<file path="config.mk">
export PLATFORM = sky130hd
export DESIGN_NAME = ps2_keyboard_device_link
export DESIGN_NICKNAME = d
export VERILOG_FILES = /design/src/sv/pkd_pkg.sv /design/src/sv/pkd_front.sv /design/src/sv/pkd_engine.sv /design/src/sv/ps2_keyboard_device_link.sv
export VERILOG_INCLUDE_DIRS = /design/src /design/src/sv
export SDC_FILE = /design/constraint.sdc
export NUM_CORES = 1
export LEC_CHECK = 0
export BUFFER_PORTS_ARGS = -buffer_cell sky130_fd_sc_hd__buf_2
export CAP_MARGIN = 20
export CELL_PAD_IN_SITES_DETAIL_PLACEMENT = 0
export CELL_PAD_IN_SITES_GLOBAL_PLACEMENT = 2
export CORE_MARGIN = 2
export CORE_UTILIZATION = 40
export DETAILED_ROUTE_END_ITERATION = 8
export PLACE_DENSITY_LB_ADDON = 0.12
export RECOVER_POWER = 25
export SYNTH_ARGS = -nofsm -noshare
export SYNTH_HDL_FRONTEND = slang
export SYNTH_HIERARCHICAL = 1
export SYNTH_SLANG_ARGS = --single-unit
</file>
<file path="constraint.sdc">
create_clock -name clk -period 4.5 [get_ports clk]
set_input_delay 0.45 -clock clk [delete_from_list [all_inputs] [get_ports clk]]
set_output_delay 0.45 -clock clk [all_outputs]
set_load 0.005 [all_outputs]
</file>
<file path="src/sv/ps2_keyboard_device_link_defines.svh">
// ---------------------------------------------------------------------------
// assertion macros for the ps2 keyboard device link
// ---------------------------------------------------------------------------
`ifndef PS2_KEYBOARD_DEVICE_LINK_DEFINES_SVH
`define PS2_KEYBOARD_DEVICE_LINK_DEFINES_SVH
`ifndef SYNTHESIS
`define PKD_ASSERT(lbl, prop) \
    lbl: assert property (@(posedge clk) disable iff (!rst_n) prop) else $error("pkd check failed");
`define PKD_ASSERT_RST(lbl, prop) \
    lbl: assert property (@(posedge clk) prop) else $error("pkd reset check failed");
`else
`define PKD_ASSERT(lbl, prop)
`define PKD_ASSERT_RST(lbl, prop)
`endif
`endif

</file>
<file path="src/sv/pkd_pkg.sv">
// ---------------------------------------------------------------------------
// pkd_pkg
// types and constants shared by the ps2 keyboard device link
// ---------------------------------------------------------------------------
package pkd_pkg;
    localparam int QUEUE_DEPTH_DEF  = 16;
    localparam int REPEAT_DEPTH_DEF = 10;

    localparam logic [1:0] CMD_HOST = 2'd0;
    localparam logic [1:0] CMD_TICK = 2'd1;
    localparam logic [1:0] CMD_PUSH = 2'd2;

    localparam logic [2:0] PK_DATA  = 3'd0;
    localparam logic [2:0] PK_START = 3'd1;
    localparam logic [2:0] PK_END   = 3'd2;
    localparam logic [2:0] PK_NOREP = 3'd3;
    localparam logic [2:0] PK_SPLIT = 3'd4;
    localparam logic [2:0] PK_STOP  = 3'd5;

    localparam logic [7:0] B_ACK   = 8'hFA;
    localparam logic [7:0] B_BAT   = 8'hAA;
    localparam logic [7:0] B_ID0   = 8'hAB;
    localparam logic [7:0] B_ID1   = 8'h83;
    localparam logic [7:0] B_RSND  = 8'hFE;
    localparam logic [7:0] B_ECHO  = 8'hEE;
    localparam logic [7:0] B_TYPM  = 8'hF3;
    localparam logic [7:0] B_LEDS  = 8'hED;
    localparam logic [7:0] B_SCAN  = 8'hF0;
    localparam logic [7:0] B_DEF   = 8'hF6;
    localparam logic [7:0] B_RDID  = 8'hF2;
    localparam logic [7:0] B_RESET = 8'hFF;
    localparam logic [7:0] B_SET2  = 8'h02;

    typedef struct packed {
        logic [1:0] command;
        logic [7:0] host_byte;
        logic [2:0] push_kind;
        logic [7:0] push_byte;
    } pkd_in_t;

    typedef struct packed {
        logic       tx_valid;
        logic [7:0] tx_byte;
        logic       scan_request;
        logic       scan_clear;
        logic       led_valid;
        logic [2:0] led_bits;
        logic       led_init;
    } pkd_out_t;
endpackage

</file>
<file path="src/sv/pkd_front.sv">
// ---------------------------------------------------------------------------
// pkd_front
// input skid register: accepts words and holds one for the engine
// ---------------------------------------------------------------------------
module pkd_front
    import pkd_pkg::*;
(
    input  logic    clk,
    input  logic    rst_n,
    input  logic    in_valid,
    output logic    in_stall,
    input  pkd_in_t in_word,
    output logic    q_valid,
    input  logic    q_take,
    output pkd_in_t q_word
);
    logic    full_reg;
    pkd_in_t word_reg;

    assign in_stall = full_reg && !q_take;
    assign q_valid  = full_reg;
    assign q_word   = word_reg;

    always_ff @(posedge clk or negedge rst_n)
    begin
        if (!rst_n)
            full_reg <= 1'b0;
        else if (!in_stall)
            full_reg <= in_valid;
    end

    always_ff @(posedge clk)
    begin
        if (!in_stall && in_valid)
            word_reg <= in_word;
    end
endmodule

</file>
<file path="src/sv/pkd_engine.sv">
// ---------------------------------------------------------------------------
// pkd_engine
// command machine, scan queue and typematic repeat; while res_stall is low, one word per cycle
// ---------------------------------------------------------------------------
`include "ps2_keyboard_device_link_defines.svh"
module pkd_engine
    import pkd_pkg::*;
#(
    parameter int QUEUE_DEPTH  = QUEUE_DEPTH_DEF,
    parameter int REPEAT_DEPTH = REPEAT_DEPTH_DEF
)
(
    input  logic     clk,
    input  logic     rst_n,
    input  logic     q_valid,
    output logic     q_take,
    input  pkd_in_t  q_word,
    output logic     res_valid,
    input  logic     res_stall,
    output pkd_out_t res_word
);
    localparam int QW = $clog2(QUEUE_DEPTH);
    localparam int RW = $clog2(REPEAT_DEPTH + 1);

    typedef enum logic [3:0] {
        M_NORMAL, M_REPEAT, M_WAIT_RESET, M_WAIT_ID, M_WAIT_ID1,
        M_SCAN_SET, M_SCAN_REPLY, M_AUTOREP, M_LEDS
    } mode_t;

    mode_t      mode_reg, mode_next;
    logic [8:0] qmem [QUEUE_DEPTH];
    logic [7:0] rbuf [REPEAT_DEPTH];
    logic [QW-1:0] head_reg, head_next, tail_reg, tail_next, tail_inc, head_inc;
    logic       rec_reg, rec_next;
    logic [RW-1:0] rlen_reg, rlen_next, rpos_reg, rpos_next, rp;
    logic [9:0] tick_reg, tick_next;
    logic [1:0] delay_reg, delay_next;
    logic [5:0] rate_reg, rate_next;
    logic [7:0] last_reg, last_next;
    logic [2:0] leds_reg, leds_next;
    logic       qwr, rwr;
    logic [8:0] qwr_data;
    logic [8:0] qhead_data;
    logic [9:0] rep_mod;
    logic       ovalid_reg;
    pkd_out_t   out_reg, o;
    logic       snd;
    logic [7:0] sb;
    logic       busy;

    assign q_take    = q_valid && !(ovalid_reg && res_stall);
    assign res_valid = ovalid_reg;
    assign res_word  = out_reg;
    assign busy      = 1'b0;

    always_comb
    begin
        tail_inc = (tail_reg == QW'(QUEUE_DEPTH - 1)) ? '0 : tail_reg + 1'b1;
        head_inc = (head_reg == QW'(QUEUE_DEPTH - 1)) ? '0 : head_reg + 1'b1;
    end
    assign qhead_data = qmem[head_inc];
    assign rep_mod    = 10'd3 + 10'(rate_reg) * 10'd10;

    always_comb
    begin
        mode_next = mode_reg; head_next = head_reg; tail_next = tail_reg;
        rec_next = rec_reg; rlen_next = rlen_reg; rpos_next = rpos_reg;
        tick_next = tick_reg; delay_next = delay_reg; rate_next = rate_reg;
        last_next = last_reg; leds_next = leds_reg;
        qwr = 1'b0; qwr_data = '0; rwr = 1'b0; rp = rpos_reg;
        snd = 1'b0; sb = '0;
        o = '0;
        case (q_word.command)
            CMD_HOST:
            begin
                snd = 1'b1; sb = B_ACK;
                unique case (mode_reg)
                    M_SCAN_SET:
                    begin
                        head_next = '0; tail_next = '0; rlen_next = '0;
                        rpos_next = '0; tick_next = '0; o.scan_clear = 1'b1;
                        mode_next = (q_word.host_byte == 8'd0) ? M_SCAN_REPLY : M_NORMAL;
                    end
                    M_AUTOREP:
                    begin
                        delay_next = q_word.host_byte[6:5];
                        rate_next  = 6'({3'b000, q_word.host_byte[2:0]} << q_word.host_byte[4:3]);
                        mode_next  = M_NORMAL;
                    end
                    M_LEDS:
                    begin
                        leds_next = q_word.host_byte[2:0];
                        o.led_valid = 1'b1;
                        mode_next = M_NORMAL;
                    end
                    default:
                    begin
                        unique case (q_word.host_byte)
                            B_ECHO:  sb = B_ECHO;
                            B_RDID:  mode_next = M_WAIT_ID;
                            B_RESET: mode_next = M_WAIT_RESET;
                            B_RSND:  sb = last_reg;
                            B_SCAN:  mode_next = M_SCAN_SET;
                            B_LEDS:  mode_next = M_LEDS;
                            B_TYPM:  mode_next = M_AUTOREP;
                            B_DEF:
                            begin
                                delay_next = 2'd1; rate_next = 6'd5;
                                head_next = '0; tail_next = '0; rlen_next = '0;
                                rpos_next = '0; tick_next = '0; o.scan_clear = 1'b1;
                                mode_next = M_NORMAL;
                            end
                            default: mode_next = M_NORMAL;
                        endcase
                    end
                endcase
            end
            CMD_TICK:
            begin
                unique case (mode_reg)
                    M_NORMAL:
                    begin
                        if (head_reg == tail_reg)
                        begin
                            o.scan_request = 1'b1;
                            if (rlen_reg != '0)
                            begin
                                tick_next = tick_reg + 1'b1;
                                if (11'(tick_next) >= 11'(delay_reg) * 11'd50 + 11'd100)
                                begin
                                    tick_next = '0; rpos_next = '0; mode_next = M_REPEAT;
                                end
                            end
                        end
                        else
                        begin
                            head_next = head_inc;
                            if (!qhead_data[8])
                            begin
                                snd = 1'b1; sb = qhead_data[7:0]; tick_next = '0;
                            end
                        end
                    end
                    M_REPEAT:
                    begin
                        if (rpos_reg == '0)
                            o.scan_request = 1'b1;
                        if (rlen_reg == '0 || head_reg != tail_reg)
                        begin
                            mode_next = M_NORMAL; tick_next = '0;
                        end
                        else
                        begin
                            if (rpos_reg >= rlen_reg || rpos_reg >= RW'(REPEAT_DEPTH))
                                rp = '0;
                            rpos_next = rp;
                            if (tick_reg == 10'd1 || rp != '0)
                            begin
                                snd = 1'b1;
                                sb = rbuf[rp[$clog2(REPEAT_DEPTH)-1:0]];
                                rpos_next = (rp + 1'b1 >= rlen_reg) ? '0 : rp + 1'b1;
                            end
                            tick_next = (tick_reg + 1'b1 >= rep_mod) ? '0 : tick_reg + 1'b1;
                        end
                    end
                    M_SCAN_REPLY: begin snd = 1'b1; sb = B_SET2; mode_next = M_NORMAL; end
                    M_WAIT_ID:    begin snd = 1'b1; sb = B_ID0; mode_next = M_WAIT_ID1; end
                    M_WAIT_ID1:   begin snd = 1'b1; sb = B_ID1; mode_next = M_NORMAL; end
                    M_WAIT_RESET:
                    begin
                        head_next = '0; tail_next = '0; rlen_next = '0;
                        rpos_next = '0; tick_next = '0; o.scan_clear = 1'b1;
                        o.led_init = 1'b1; snd = 1'b1; sb = B_BAT; mode_next = M_NORMAL;
                    end
                    default: ;
                endcase
            end
            CMD_PUSH:
            begin
                case (q_word.push_kind)
                    PK_DATA:
                    begin
                        if (rec_reg && rlen_reg < RW'(REPEAT_DEPTH))
                        begin
                            rwr = 1'b1; rlen_next = rlen_reg + 1'b1;
                        end
                        if (tail_inc != head_reg)
                        begin
                            qwr = 1'b1; qwr_data = {1'b0, q_word.push_byte}; tail_next = tail_inc;
                        end
                    end
                    PK_START: begin rlen_next = '0; rec_next = 1'b1; end
                    PK_END:   rec_next = 1'b0;
                    PK_NOREP: begin rlen_next = '0; rec_next = 1'b0; end
                    PK_SPLIT:
                    begin
                        if (tail_inc != head_reg)
                        begin
                            qwr = 1'b1; qwr_data = 9'h100; tail_next = tail_inc;
                        end
                    end
                    PK_STOP:  rlen_next = '0;
                    default: ;
                endcase
            end
            default: ;
        endcase
        if (snd)
        begin
            o.tx_valid = 1'b1; o.tx_byte = sb;
            if (sb != B_RSND)
                last_next = sb;
        end
        o.led_bits = leds_next;
    end

    always_ff @(posedge clk or negedge rst_n)
    begin
        if (!rst_n)
        begin
            mode_reg <= M_WAIT_RESET; head_reg <= '0; tail_reg <= '0; rec_reg <= 1'b0;
            rlen_reg <= '0; rpos_reg <= '0; tick_reg <= '0; delay_reg <= 2'd2;
            rate_reg <= 6'd10; last_reg <= '0; leds_reg <= '0; ovalid_reg <= 1'b0;
        end
        else
        begin
            if (!(ovalid_reg && res_stall))
                ovalid_reg <= q_valid && !busy;
            if (q_take)
            begin
                mode_reg <= mode_next; head_reg <= head_next; tail_reg <= tail_next;
                rec_reg <= rec_next; rlen_reg <= rlen_next; rpos_reg <= rpos_next;
                tick_reg <= tick_next; delay_reg <= delay_next; rate_reg <= rate_next;
                last_reg <= last_next; leds_reg <= leds_next;
            end
        end
    end

    always_ff @(posedge clk)
    begin
        if (q_take)
            out_reg <= o;
        if (q_take && qwr)
            qmem[tail_inc] <= qwr_data;
        if (q_take && rwr)
            rbuf[rlen_reg[$clog2(REPEAT_DEPTH)-1:0]] <= q_word.push_byte;
    end

    `PKD_ASSERT(a_rlen_bound, rlen_reg <= RW'(REPEAT_DEPTH))
    `PKD_ASSERT(a_out_hold, ovalid_reg && res_stall |=> ovalid_reg && $stable(out_reg))
    `PKD_ASSERT(a_clear_empty, q_take && o.scan_clear |=> head_reg == tail_reg && rlen_reg == '0)
    `PKD_ASSERT_RST(a_reset_mode, !rst_n |=> mode_reg == M_WAIT_RESET || rst_n)
endmodule

</file>
<file path="src/sv/ps2_keyboard_device_link.sv">
// ---------------------------------------------------------------------------
// ps2_keyboard_device_link
// device side of a ps2 keyboard link: commands, scan queue, typematic
// ---------------------------------------------------------------------------
// in channel: in_valid / in_stall carry one word: a host byte, a
// transmitter tick or a scanner push. out channel: out_valid / out_stall
// return exactly one result word per input word.
// path: an accepted input word passes the skid register, then the engine's
// output register, which drives out_valid and out_word. throughput: one
// word per cycle while out_stall is low, set by the command engine.
// reset (rst_n low) puts the machine in its wait-reset mode with empty
// queue and repeat buffer; the next tick sends the self-test byte.
// when out_stall is high while out_valid is high, the result holds and the engine
// takes no word, so in_stall is high while the skid register holds a word.
// ---------------------------------------------------------------------------
module ps2_keyboard_device_link
    import pkd_pkg::*;
#(
    parameter int QUEUE_DEPTH  = QUEUE_DEPTH_DEF,
    parameter int REPEAT_DEPTH = REPEAT_DEPTH_DEF
)
(
    input  logic     clk,
    input  logic     rst_n,
    input  logic     in_valid,
    output logic     in_stall,
    input  pkd_in_t  in_word,
    output logic     out_valid,
    input  logic     out_stall,
    output pkd_out_t out_word
);
    logic    q_valid, q_take;
    pkd_in_t q_word;

    pkd_front u_front (
        .clk, .rst_n, .in_valid, .in_stall, .in_word,
        .q_valid, .q_take, .q_word
    );

    pkd_engine #(.QUEUE_DEPTH(QUEUE_DEPTH), .REPEAT_DEPTH(REPEAT_DEPTH)) u_engine (
        .clk, .rst_n, .q_valid, .q_take, .q_word,
        .res_valid(out_valid), .res_stall(out_stall), .res_word(out_word)
    );
endmodule

</file>
==> qor.json <==
{
  "cellPowerDensity_nw_per_um2": 443.0,
  "final_cell_mix": "261 x edfxtp_1, 92 x nand2_1, 69 x nor2_1",
  "max-cap-violations": 2,
  "synthesis.instances": 1151,
  "globalRoute.totalOverflow": 0,
  "min_delay_worst_endpoint": "u_front/q_word[7]",
  "r2r_worst_path_depth": 16,
  "post_synth_num_cell_types": 88,
  "skew_ns": 0.02340,
  "grt_util_met2_pct": 35.81,
  "post_synth.cell_area_avg_um2": 13.07,
  "drt_drc_violations_left": 0,
  "htree_num_levels": 2,
  "p_leak_nw": 6.319,
  "largest_register": "u_engine/qmem",
  "worstPathArrival_ns": 4.60,
  "cts_hold_repair.buffers": 0,
  "tritoncts": "yes",
  "floorplan.die_area_um2": 39160,
  "design.final.nets": 1297,
  "final_common_cell": "edfxtp_1",
  "wl_per_cell_um": 23.33,
  "first_iter_violations": 660,
  "maximum_number_of_pins_on_one_net_before_global_route_repair": 53,
  "relative_slew_slack_pct": -115.1,
  "groute.layer.met3.usage_pct": 2.691,
  "drt-pass1-iter-count": 5,
  "hold_class": "primary input to flip-flop",
  "route.detailed.vias_per_inst": 5.626,
  "antenna_violations_before_repair": 1,
  "worstPathMaxFanout": 7,
  "slew_violations": 63,
  "residual_antenna_violating_net_count_after_detailed_routing": 0,
  "synthArstFlopShare_pct": 16.61,
  "grtUsageTotal_pct": 21.22,
  "rsz0062_at_grt": "false",
  "finalCoreUtilization_pct": 45.65,
  "hp-start": "in_word[7]",
  "worst_slew_pin_slew_ns": 3.226,
  "failed_checks": "max-capacitance violations, max-slew violations",
  "r2r-start": "u_engine/rlen_reg[0]",
  "period_share_pct": 92.52,
  "fp.coreArea_um2": 37310,
  "grt_most_used_layer": "met2",
  "worst_r2r_endpoint": "u_engine/last_reg[3]",
  "num_io_pins": 43,
  "cp_data_required_time_ns": 4.94,
  "outcome": "finished, violations left",
  "crit_path_end_kind": "flip-flop",
  "die-height_um": 197.9,
  "fp-row-count": 71,
  "place.detailed.hpwl_um": 28470,
  "fmax_mhz": 240.2,
  "synth.yosys.seq_area_share_pct": 60.80,
  "initial_utilization_pct": 40.31,
  "hold_path_depth": 1,
  "synth_area_um2": 15040,
  "largest_register_ffs": 144,
  "synth-edff-count": 261,
  "insertion_delay_ns": 0.56,
  "globalplace.congestion": 0.7854,
  "crit_path_start_kind": "flip-flop",
  "postSynthNetCount": 1228,
  "numCtsBuffers": 36,
  "drt_wl_total_um": 40180,
  "clock_sinks": 313,
  "die-width_um": 197.9,
  "vias": 9688,
  "irDropWorstVdd_uv": 310.6,
  "worstSetupStartpoint": "u_engine/rlen_reg[0]",
  "report.final.hold_viol_count": 0,
  "clock_tree.buffer_depth": 3,
  "fin_setup_tns_ns": 0,
  "regToRegSetupSlack_ns": 0.34,
  "report.final.setup_viol": 0,
  "min_period_ns": 4.163,
  "drive_gt1_share_pct": 15.95,
  "clock-root-buffer": "clkbuf_16",
  "portBuffers": 42,
  "synth-seq-cells": 313,
  "antenna_cells_inserted": 0,
  "grt_use_met1_pct": 28.65,
  "clk_pin_slew_worst_paths_ns": 0.06,
  "grt_pass1_wl_um": 61210,
  "critPathKind": "flip-flop to flip-flop",
  "postSynth.topFlopCell": "edfxtp_1",
  "first_global_vias": 9632,
  "area.growth.synth_to_final_pct": 13.27,
  "synth.yosys.warnings": 6
}
## per-stage QoR
| step | total power, mW | cells | worst slack, ns | hold slack [ns] | area [um2] |
|---|---|---|---|---|---|
| floorplan | 4.265 | 1151 | 0.2026 | 0.1544 | 15040 |
| global placement | 4.698 | 1655 | 0.4303 | 0.4892 | 15870 |
| detailed placement | 4.695 | 1655 | 0.3599 | 0.4887 | 15870 |
| CTS | 7.647 | 1721 | 0.3374 | 0.04107 | 17040 |
| global route | 7.870 | 1722 | 0.04214 | 0.05568 | 17030 |
| finish | 7.546 | 1722 | 0.3366 | 0.06997 | 17030 |
## worst max-delay path: stages (launching register included)
cell	delay (ns)
dfrtp_1	0.39
ha_1	0.28
nand2b_1	0.18
a211oi_1	0.35
o21ai_1	0.21
nor2_1	0.26
inv_1	0.08
ha_1	0.18
inv_1	0.06
a41oi_1	0.09
and2_1	0.27
a2111oi_1	0.55
a2111oi_2	0.13
a211oi_2	0.21
o2111ai_2	0.17
o21ai_4	0.30
mux2_4	0.33
## area by class of cell
type                       instances  area (um2)
sequential                       313        9144
inverter                          47       176.4
multi-input combinational        739        5440
clock buffer                      43       937.1
fill                            3422       20280
timing repair buffer              83       509.2
tap                              474       593.1
clock inverter                    23       234.0
## synthesized netlist by cell type, types with 12 or more instances
master / instances / area share [%]
nand2_1: 92 / 2.3
nor2_1: 69 / 1.7
mux4_2: 22 / 3.3
a211oi_1: 15 / 0.75
o21a_1: 12 / 0.60
xnor2_1: 19 / 1.1
nand3_1: 33 / 1.1
and3_1: 19 / 0.79
a21oi_1: 49 / 1.6
mux2i_1: 35 / 2.3
a31oi_1: 15 / 0.62
nor3_1: 28 / 0.93
ha_1: 51 / 4.2
edfxtp_1: 261 / 52
inv_1: 46 / 1.1
dfrtp_1: 48 / 8.0
buf_2: 19 / 0.63
mux2_2: 20 / 1.5
clkbuf_1: 19 / 0.47
o21ai_0: 42 / 1.4
and2_1: 21 / 0.87
## per-layer routing
layer | share of wire (%) | vias up
met4 | 2.2 | 2
li1 | - | 4541
met2 | 49 | 226
met3 | 3.7 | 57
met5 | 0.045 | -
met1 | 45 | 4862
## report_power, final
group	internal, mW	total, mW	switching [mW]	leakage, nW
clock	1.73	2.92	1.19	0.569
combinational	0.487	1.25	0.764	2.62
sequential	3.25	3.38	0.131	3.13
## worst max-delay path by stage
| stage | slack [ns] | depth (start not counted) | to |
|---|---|---|---|
| after floorplan | 0.20 | 20 | u_engine/last_reg[3] |
| after global routing | 0.04 | 16 | u_engine/last_reg[3] |
| after CTS | 0.34 | 17 | u_engine/last_reg[3] |
| final | 0.34 | 16 | u_engine/last_reg[3] |
| after global placement | 0.43 | 17 | u_engine/last_reg[4] |
| after detailed placement | 0.36 | 16 | u_engine/last_reg[3] |
## cells by family (layout without fill, tap and decap cells)
| logic type | after synthesis | count (layout) | share of synthesized area (%) |
|---|---|---|---|
| compound gates | 241 | 241 | 11.27 |
| xor+xnor | 29 | 29 | 1.689 |
| fa+ha+maj | 52 | 52 | 4.376 |
| buf+inv | 99 | 196 | 3.053 |
| flops | 313 | 313 | 60.80 |
| mux | 81 | 81 | 7.596 |
| simple gates | 336 | 336 | 11.22 |
## what timing repair did
item                       4_1_cts  5_1_grt
buffers inserted                 0        0
setup endpoints to repair        0        1
gates resized for setup          0        1
No activity file was read; power rests on OpenSTA's default activity.
